==> config.mk <==
export PLATFORM = sky130hd
export DESIGN_NAME = multi_slot_task_timer_core_flat
export DESIGN_NICKNAME = d
export VERILOG_FILES = /design/src/rtl/core/mstt_pkg.sv /design/src/rtl/core/mstt_req_if.sv /design/src/rtl/core/mstt_evt_if.sv /design/src/rtl/core/mstt_slot_alu.sv /design/src/rtl/core/multi_slot_task_timer_core.sv /design/src/flat_wrapper.sv
export SDC_FILE = /design/constraint.sdc
export NUM_CORES = 1
export LEC_CHECK = 0
export BUFFER_PORTS_ARGS = -buffer_cell sky130_fd_sc_hd__buf_2
export CORE_ASPECT_RATIO = 0.9
export CORE_UTILIZATION = 45
export DETAILED_ROUTE_END_ITERATION = 7
export PLACE_DENSITY = 0.67
export SLEW_MARGIN = 20
export SYNTH_ARGS = -nofsm -noshare
export SYNTH_HDL_FRONTEND = slang
export SYNTH_SLANG_ARGS = --single-unit
==> constraint.sdc <==
create_clock -name i_clk -period 18.78 [get_ports i_clk]
set_input_delay 0.939 -clock i_clk [delete_from_list [all_inputs] [get_ports i_clk]]
set_output_delay 0.939 -clock i_clk [all_outputs]
set_load 0.005 [all_outputs]
==> src/rtl/core/mstt_pkg.sv <==
// Shared types, constants and codes of the multi-slot task timer.
`timescale 1ns / 1ps

package mstt_pkg;

    // Table geometry.
    localparam int SLOTS      = 16;
    localparam int DELAY_BITS = 24;
    localparam int CNT_W      = $clog2(SLOTS + 1);
    localparam int IDX_W      = (SLOTS > 1) ? $clog2(SLOTS) : 1;

    // Fixed payload widths.
    localparam int REQ_W   = 3;
    localparam int DELAY_W = 24;
    localparam int ID_W    = 16;
    localparam int KIND_W  = 3;

    typedef logic [DELAY_BITS-1:0] t_delay;
    typedef logic [ID_W-1:0]       t_ident;
    typedef logic [CNT_W-1:0]      t_count;
    typedef logic [IDX_W-1:0]      t_index;

    // Request codes.
    typedef enum logic [REQ_W-1:0] {
        REQ_ONCE     = 3'd0,
        REQ_PERIODIC = 3'd1,
        REQ_REMOVE   = 3'd2,
        REQ_TICK     = 3'd3,
        REQ_CLEAR    = 3'd4
    } t_req_type;

    // Result codes.
    typedef enum logic [KIND_W-1:0] {
        EVT_SCHEDULED = 3'd0,
        EVT_REMOVED   = 3'd1,
        EVT_FIRED     = 3'd2,
        EVT_IDLE_TICK = 3'd3,
        EVT_CLEARED   = 3'd4
    } t_evt_kind;

    // Sequencer states.
    typedef enum logic [1:0] {
        ST_IDLE,
        ST_SCAN,
        ST_FIN
    } t_state;

    // One timer slot.
    typedef struct packed {
        logic   periodic;
        t_delay remaining;
        t_delay reload;
        t_ident ident;
    } t_slot;

    // One pending result.
    typedef struct packed {
        t_evt_kind kind;
        t_ident    ident;
        logic      ok;
    } t_evt;

    // Control into the slot unit.
    typedef struct packed {
        logic   is_tick;
        logic   found;
        t_ident target;
    } t_slot_ctl;

    // Verdict from the slot unit.
    typedef struct packed {
        logic  fire;
        logic  keep;
        logic  hit;
        t_slot next;
    } t_slot_res;

endpackage

==> src/rtl/core/mstt_req_if.sv <==
// Request channel of the multi-slot task timer.
`timescale 1ns / 1ps

interface mstt_req_if;
    logic                         valid;
    logic                         ready;
    logic [mstt_pkg::REQ_W-1:0]   req_type;
    logic [mstt_pkg::DELAY_W-1:0] delay_ms;
    logic [mstt_pkg::ID_W-1:0]    target_id;

    modport source (output valid, req_type, delay_ms, target_id, input ready);
    modport sink   (input valid, req_type, delay_ms, target_id, output ready);
endinterface

==> src/rtl/core/mstt_evt_if.sv <==
// Result channel of the multi-slot task timer.
`timescale 1ns / 1ps

interface mstt_evt_if;
    logic                        valid;
    logic                        ready;
    logic [mstt_pkg::KIND_W-1:0] event_kind;
    logic [mstt_pkg::ID_W-1:0]   task_id;
    logic                        ok;
    logic                        last;

    modport source (output valid, event_kind, task_id, ok, last, input ready);
    modport sink   (input valid, event_kind, task_id, ok, last, output ready);
endinterface

==> src/rtl/core/mstt_slot_alu.sv <==
// Shared slot unit: decrement, fire test, reload and remove match for one slot.
`timescale 1ns / 1ps

module mstt_slot_alu (
    input  mstt_pkg::t_slot     i_slot,
    input  mstt_pkg::t_slot_ctl i_ctl,
    output mstt_pkg::t_slot_res o_res
);
    import mstt_pkg::*;

    t_delay dec;
    logic   at_zero;
    logic   hit;

    // Saturating decrement of the remaining count.
    assign dec     = (i_slot.remaining != '0) ? i_slot.remaining - t_delay'(1) : '0;
    assign at_zero = (dec == '0);

    // Only the oldest slot carrying the target id is removed.
    assign hit = !i_ctl.is_tick && !i_ctl.found && (i_slot.ident == i_ctl.target);

    // A fired slot reloads if periodic and is dropped otherwise.
    always_comb begin
        o_res.next = i_slot;
        o_res.hit  = hit;
        o_res.fire = 1'b0;
        o_res.keep = !hit;
        if (i_ctl.is_tick) begin
            o_res.fire           = at_zero;
            o_res.keep           = !at_zero || i_slot.periodic;
            o_res.next.remaining = at_zero ? i_slot.reload : dec;
        end
    end
endmodule

==> src/rtl/core/multi_slot_task_timer_core.sv <==
// Top level of the multi-slot task timer: slot table, sequencer and result register.
//
//  Channel  | Direction | Handshake     | Payload
//  ---------+-----------+---------------+----------------------------------------
//  i_req    | in        | valid / ready | req_type, delay_ms, target_id
//  o_evt    | out       | valid / ready | event_kind, task_id, ok, last
//
// Schedule and clear requests go from idle to the final state, which pushes their
// result into the result register once that register is free. Remove and tick
// requests walk the live slots one per cycle through the shared slot unit, save
// where a tick stalls, then go to the final state, which pushes the final result in
// the same way. Within the walk, a tick stalls only when a fire result meets a held
// fire result and a full result register.
// A synchronous reset empties the table and zeroes the id counter at once.
// i_req.ready is high only while the sequencer waits for a request.
`timescale 1ns / 1ps

module multi_slot_task_timer_core (
    input  logic       i_clk,
    input  logic       i_rst_n,
    mstt_req_if.sink   i_req,
    mstt_evt_if.source o_evt
);
    import mstt_pkg::*;

    // Slot table and control registers.
    t_slot     r_slot [SLOTS];
    t_state    r_state, n_state;
    t_count    r_count, n_count;
    t_count    r_idx, n_idx;
    t_count    r_w, n_w;
    t_ident    r_next_id, n_next_id;
    logic      r_is_tick, n_is_tick;
    logic      r_found, n_found;
    t_ident    r_target, n_target;
    logic      r_hold_v, n_hold_v;
    t_evt      r_hold, n_hold;
    logic      r_ov, n_ov;
    t_evt      r_out, n_out;
    logic      r_out_last, n_out_last;

    logic      wr_en;
    t_index    wr_idx;
    t_slot     wr_data;
    logic      accept;
    logic      out_busy;
    t_slot     rd_slot;
    t_slot_ctl alu_ctl;
    t_slot_res alu_res;

    assign accept   = i_req.valid && i_req.ready;
    assign out_busy = r_ov && !o_evt.ready;
    assign rd_slot  = r_slot[r_idx[IDX_W-1:0]];

    assign alu_ctl.is_tick = r_is_tick;
    assign alu_ctl.found   = r_found;
    assign alu_ctl.target  = r_target;

    mstt_slot_alu u_alu (
        .i_slot (rd_slot),
        .i_ctl  (alu_ctl),
        .o_res  (alu_res)
    );

    // Port drive.
    assign i_req.ready      = (r_state == ST_IDLE);
    assign o_evt.valid      = r_ov;
    assign o_evt.event_kind = r_out.kind;
    assign o_evt.task_id    = r_out.ident;
    assign o_evt.ok         = r_out.ok;
    assign o_evt.last       = r_out_last;

    // Sequencer: next state, table writes and result pushes.
    always_comb begin
        n_state    = r_state;
        n_count    = r_count;
        n_idx      = r_idx;
        n_w        = r_w;
        n_next_id  = r_next_id;
        n_is_tick  = r_is_tick;
        n_found    = r_found;
        n_target   = r_target;
        n_hold_v   = r_hold_v;
        n_hold     = r_hold;
        n_ov       = r_ov && !o_evt.ready;
        n_out      = r_out;
        n_out_last = r_out_last;
        wr_en      = 1'b0;
        wr_idx     = r_w[IDX_W-1:0];
        wr_data    = alu_res.next;

        unique case (r_state)
            ST_IDLE: begin
                if (accept) begin
                    n_idx     = '0;
                    n_w       = '0;
                    n_found   = 1'b0;
                    n_hold_v  = 1'b0;
                    n_target  = i_req.target_id;
                    n_is_tick = (i_req.req_type == REQ_TICK);
                    case (i_req.req_type)
                        REQ_ONCE, REQ_PERIODIC: begin
                            n_state = ST_FIN;
                            if (r_count >= t_count'(SLOTS)) begin
                                n_hold = '{kind: EVT_SCHEDULED, ident: '0, ok: 1'b0};
                            end else begin
                                wr_en             = 1'b1;
                                wr_idx            = r_count[IDX_W-1:0];
                                wr_data.periodic  = (i_req.req_type == REQ_PERIODIC);
                                wr_data.remaining = t_delay'(i_req.delay_ms);
                                wr_data.reload    = t_delay'(i_req.delay_ms);
                                wr_data.ident     = r_next_id;
                                n_count           = r_count + t_count'(1);
                                n_next_id         = r_next_id + t_ident'(1);
                                n_hold = '{kind: EVT_SCHEDULED, ident: r_next_id, ok: 1'b1};
                            end
                        end
                        REQ_REMOVE, REQ_TICK: begin
                            n_state = ST_SCAN;
                        end
                        REQ_CLEAR: begin
                            n_state   = ST_FIN;
                            n_count   = '0;
                            n_next_id = '0;
                            n_hold    = '{kind: EVT_CLEARED, ident: '0, ok: 1'b1};
                        end
                        default: begin
                            n_state = ST_IDLE;
                        end
                    endcase
                end
            end
            ST_SCAN: begin
                if (r_idx == r_count) begin
                    // Walk done: close the table and prepare the final result.
                    n_count = r_w;
                    n_state = ST_FIN;
                    if (!r_is_tick) begin
                        n_hold = '{kind: EVT_REMOVED, ident: r_target, ok: r_found};
                    end else if (!r_hold_v) begin
                        n_hold = '{kind: EVT_IDLE_TICK, ident: '0, ok: 1'b1};
                    end
                end else if (!(alu_res.fire && r_hold_v && out_busy)) begin
                    // One slot per cycle unless stalled; kept slots move down to the write index.
                    if (alu_res.keep) begin
                        wr_en = 1'b1;
                        n_w   = r_w + t_count'(1);
                    end
                    if (alu_res.hit) begin
                        n_found = 1'b1;
                    end
                    if (alu_res.fire) begin
                        if (r_hold_v) begin
                            n_ov       = 1'b1;
                            n_out      = r_hold;
                            n_out_last = 1'b0;
                        end
                        n_hold_v = 1'b1;
                        n_hold   = '{kind: EVT_FIRED, ident: rd_slot.ident, ok: 1'b1};
                    end
                    n_idx = r_idx + t_count'(1);
                end
            end
            ST_FIN: begin
                // The held result is the final one of this request.
                if (!out_busy) begin
                    n_ov       = 1'b1;
                    n_out      = r_hold;
                    n_out_last = 1'b1;
                    n_hold_v   = 1'b0;
                    n_state    = ST_IDLE;
                end
            end
            default: begin
                n_state = ST_IDLE;
            end
        endcase
    end

    // Control registers.
    always_ff @(posedge i_clk) begin
        if (!i_rst_n) begin
            r_state   <= ST_IDLE;
            r_count   <= '0;
            r_next_id <= '0;
            r_hold_v  <= 1'b0;
            r_ov      <= 1'b0;
            r_idx     <= '0;
            r_w       <= '0;
            r_found   <= 1'b0;
            r_is_tick <= 1'b0;
        end else begin
            r_state   <= n_state;
            r_count   <= n_count;
            r_next_id <= n_next_id;
            r_hold_v  <= n_hold_v;
            r_ov      <= n_ov;
            r_idx     <= n_idx;
            r_w       <= n_w;
            r_found   <= n_found;
            r_is_tick <= n_is_tick;
        end
    end

    // Payload registers.
    always_ff @(posedge i_clk) begin
        r_target   <= n_target;
        r_hold     <= n_hold;
        r_out      <= n_out;
        r_out_last <= n_out_last;
    end

    // Slot table write port.
    always_ff @(posedge i_clk) begin
        if (wr_en) begin
            r_slot[wr_idx] <= wr_data;
        end
    end

    // The live count never exceeds the table.
    a_count_bound: assert property (@(posedge i_clk) disable iff (!i_rst_n)
        r_count <= t_count'(SLOTS))
        else $error("live slot count exceeds table size");

    // Compaction never writes ahead of the read index.
    a_write_behind: assert property (@(posedge i_clk) disable iff (!i_rst_n)
        (r_state == ST_SCAN) |-> (r_w <= r_idx))
        else $error("compaction write index passed read index");

    // Leaving the final state always presents a result marked last.
    a_final_last: assert property (@(posedge i_clk) disable iff (!i_rst_n)
        (r_state == ST_FIN && !out_busy) |=> (r_ov && r_out_last && r_state == ST_IDLE))
        else $error("final result not presented with last");

    // A clear empties the table and restarts the id counter.
    a_clear: assert property (@(posedge i_clk) disable iff (!i_rst_n)
        (accept && i_req.req_type == REQ_CLEAR) |=> (r_count == '0 && r_next_id == '0))
        else $error("clear did not empty the table");

    // An unknown request leaves the block idle with no new result.
    a_unknown: assert property (@(posedge i_clk) disable iff (!i_rst_n)
        (accept && i_req.req_type > REQ_CLEAR)
        |=> (r_state == ST_IDLE && $stable(r_count)))
        else $error("unknown request changed state");
endmodule
==> src/flat_wrapper.sv <==
// flat-port wrapper written by rule: the top's interface ports become plain ports
module multi_slot_task_timer_core_flat import mstt_pkg::*;
  (i_clk, i_rst_n, i_req_valid, i_req_req_type, i_req_delay_ms, i_req_target_id, i_req_ready, o_evt_valid, o_evt_event_kind, o_evt_task_id, o_evt_ok, o_evt_last, o_evt_ready);
  mstt_req_if i_req_i ();
  mstt_evt_if o_evt_i ();
  input  logic i_clk;
  input  logic i_rst_n;
  input wire logic [$bits(i_req_i.valid)-1:0] i_req_valid;
  input wire logic [$bits(i_req_i.req_type)-1:0] i_req_req_type;
  input wire logic [$bits(i_req_i.delay_ms)-1:0] i_req_delay_ms;
  input wire logic [$bits(i_req_i.target_id)-1:0] i_req_target_id;
  output wire logic [$bits(i_req_i.ready)-1:0] i_req_ready;
  output wire logic [$bits(o_evt_i.valid)-1:0] o_evt_valid;
  output wire logic [$bits(o_evt_i.event_kind)-1:0] o_evt_event_kind;
  output wire logic [$bits(o_evt_i.task_id)-1:0] o_evt_task_id;
  output wire logic [$bits(o_evt_i.ok)-1:0] o_evt_ok;
  output wire logic [$bits(o_evt_i.last)-1:0] o_evt_last;
  input wire logic [$bits(o_evt_i.ready)-1:0] o_evt_ready;
  assign i_req_i.valid = i_req_valid;
  assign i_req_i.req_type = i_req_req_type;
  assign i_req_i.delay_ms = i_req_delay_ms;
  assign i_req_i.target_id = i_req_target_id;
  assign i_req_ready = i_req_i.ready;
  assign o_evt_valid = o_evt_i.valid;
  assign o_evt_event_kind = o_evt_i.event_kind;
  assign o_evt_task_id = o_evt_i.task_id;
  assign o_evt_ok = o_evt_i.ok;
  assign o_evt_last = o_evt_i.last;
  assign o_evt_i.ready = o_evt_ready;
  multi_slot_task_timer_core u_core (.i_clk(i_clk), .i_rst_n(i_rst_n), .i_req(i_req_i), .o_evt(o_evt_i));
endmodule
==> flow_summary.ini <==
[drt]
post_drt_wl_per_cell_microns = 27.66
wirelength_mm = 108.0
vias_per_cell = 6.074
vias = 23706
drcViolationCount = 11
drt-initial-drc-count = 3099
final_antenna_net_count = 0
drt_pass1_iterations = 8

[clocking]
clock_latency_ps = 690
cts_tree = yes
clock-sinks = 1138
path_clk_slew_ps = 60
cts_resized = 0
clockBufferDepth = 3
cts-root-buf = clkbuf_16
cts_buffers = 108
hold_buffers = 0
cts_setup_buffers = 0
htree_levels = 3

[floorplanning]
dieArea_sq_um = 102800
ios = 70
fp.dieW_microns = 337.8
initial_core_util_pct = 45.53
fp.coreArea_sq_um = 100300
rows = 110
die_h_microns = 304.3

[sta]
drv_slew = 0
rsz0062_at_grt = no
period_minus_slack_ps = 7930
fin_skew_ps = 21.78
slew_headroom_pct = 22.46
fin_crit_sh_pct = 42.23
finalHoldViolCount = 0
holdWs_ps = 417.7
fmax_ghz = 0.1261
worst_slew_pin_slew_ps = 1158
tns_ps = 0
setup_viol = 0

[power_and_ir_drop]
switching_power_mw = 1.084
clkPwrFrac_pct = 42.1
p_int_mw = 4.143
powerDensity_nw_per_um2 = 101.7
p_leak_nw = 15.96
seqPwrFrac_pct = 54.3
comb_power_share_pct = 3.7
peakVddDrop_v = 0.00008249
p_sw_share_pct = 20.73

[logic_synthesis]
ys_seq_elements = 1138
ys.flop_type = edfxtp_1
synth_edf_count = 1097
synth_cell_types = 81
synth_warnings = 0
syn_inst = 2348
syn_nets = 2404
syn_area_per_cell_sq_um = 19.45
syn_area_sq_um = 45680
yosysSeqAreaShare_pct = 73.91
synthArstFlopShare_pct = 0

[worst_setup_path]
path_class = reg2reg
critPathArrivalTime_ps = 8220
cp_max_fo = 56
ff2ff_path_depth = 18
end_kind = flop
start_kind = flop
required_ps = 19070

[layout]
nets = 2519
final_cell_mix = edfxtp_1 (1097), mux4_2 (296), nand2_1 (211), clkbuf_16 (113), nor2_1 (77)
fill_cells = 7779
layout-drive-gt1-share_pct = 25.32
final_area_sq_um = 51400
utilization_pct = 51.23
layout_commonest_cell = edfxtp_1
syn2layout_area_growth_pct = 12.54
final_cells = 3903
diodes = 0

[place]
dp.cells = 3692
dpl_cell_area_sq_um = 47670
gp_congestion = 0.9268
hpwl_mm = 61.48
io_buffers = 69

[global_route]
use_met2_pct = 32.20
track_usage_pct = 21.12
grt_max_degree = 101
gr-usage-met1_pct = 31.37
first_global_vias = 23956
overflow = 0
grt_pass1_wl_mm = 158.6
antenna_found_initial = 0
gr-max-usage-layer = met2
use_met3_pct = 3.811

[min_path]
hp-class = reg2reg
min_from = u_core.r_hold[16]
hold_depth = 0

[job]
maxCapViolCount = 0

[run_status]
violations = design-rule violations
status = finished with violations
[through the flow]
step	power [mW]	setup WS, ps
floorplan	3.002	11870
global placement	3.070	10830
detailed placement	3.078	10640
CTS	5.253	10600
global route	5.363	10380
finish	5.226	10850
[cell type report]
class                           count  area, sq um  share of cell area [%]
Inverter                           36        136.4                  0.2653
Clock buffer                      133         2933                   5.705
Clock inverter                     73        670.6                   1.305
Tap cell                         1344         1682                   3.271
Timing Repair Buffer              122        787.0                   1.531
Sequential cell                  1138        33770                   65.70
Multi-Input combinational cell   1057        11420                   22.22
[flip-flops by register name, indices dropped and copies added (netlist names), 2 cells and up, named ones only]
| register | count |
|---|---|
| u_core.r_state | 2 |
| u_core.r_next_id | 16 |
| u_core.r_count | 5 |
| u_core.r_slot | 1040 |
| u_core.r_target | 16 |
| u_core.r_hold | 20 |
| u_core.r_idx | 5 |
| u_core.o_evt.event_kind | 3 |
| u_core.r_w | 5 |
| u_core.o_evt.task_id | 16 |
[per-layer routing]
metal / up-vias / routed length (microns)
met2: 1191 / 50040
li1: 9885 / -
met4: 0 / 2599
met5: - / 0
met1: 12452 / 45960
met3: 178 / 9364
[Yosys cell counts, types with 16 or more instances]
cell type | number | share of area, %
a22o_1 | 16 | 0.31
nor3_1 | 18 | 0.20
mux4_2 | 296 | 15
xor2_1 | 17 | 0.33
a21oi_1 | 40 | 0.44
o21ai_0 | 35 | 0.38
mux2i_1 | 26 | 0.57
nand3_1 | 43 | 0.47
nand4_1 | 26 | 0.36
clkbuf_1 | 63 | 0.52
a222oi_1 | 16 | 0.35
inv_1 | 34 | 0.28
edfxtp_1 | 1097 | 72
a31oi_1 | 17 | 0.23
buf_2 | 23 | 0.25
nor2_1 | 94 | 0.77
xnor2_1 | 23 | 0.44
dfxtp_1 | 41 | 1.8
nand2_1 | 211 | 1.7
[logic make-up after synthesis]
family                   share of synthesized area [%]
AO/OA/AOI/OAI                                    3.377
XOR/XNOR                                        0.7670
adder cells (fa/ha/maj)                         0.2465
buffers and inverters                            1.559
flip-flops                                       73.91
multiplexers                                     15.24
AND/OR/NAND/NOR                                  4.898
[path summary, 6_finish.rpt]
check        slack [ps]                       end
max               10850      u_core.r_slot[3][41]
min reg2reg         420  u_core.o_evt.task_id[15]
min                 420  u_core.o_evt.task_id[15]
max reg2reg       10850      u_core.r_slot[3][41]
[worst max-delay path, stage by stage (launching register included)]
cell,delay [ps]
dfxtp_4,390
buf_4,740
buf_4,870
mux4_2,410
nand2_1,80
nand4_1,320
inv_1,220
ha_1,340
nor2b_1,230
nand3_1,170
and2_1,260
nor4_4,290
xnor2_1,230
a2111oi_4,100
a31o_1,320
a31o_2,280
o22a_1,490
nor2_4,730
buf_4,890
[power by group through the flow]
stage,Combinational (mW),Clock [mW],Sequential (mW)
2_1_floorplan,0.116,0,2.89
3_3_place_gp,0.179,0,2.89
3_5_place_dp,0.187,0,2.89
4_1_cts,0.188,2.23,2.84
5_1_grt,0.206,2.32,2.84
6_report,0.191,2.20,2.84
Power figures use the tool's default switching activity.
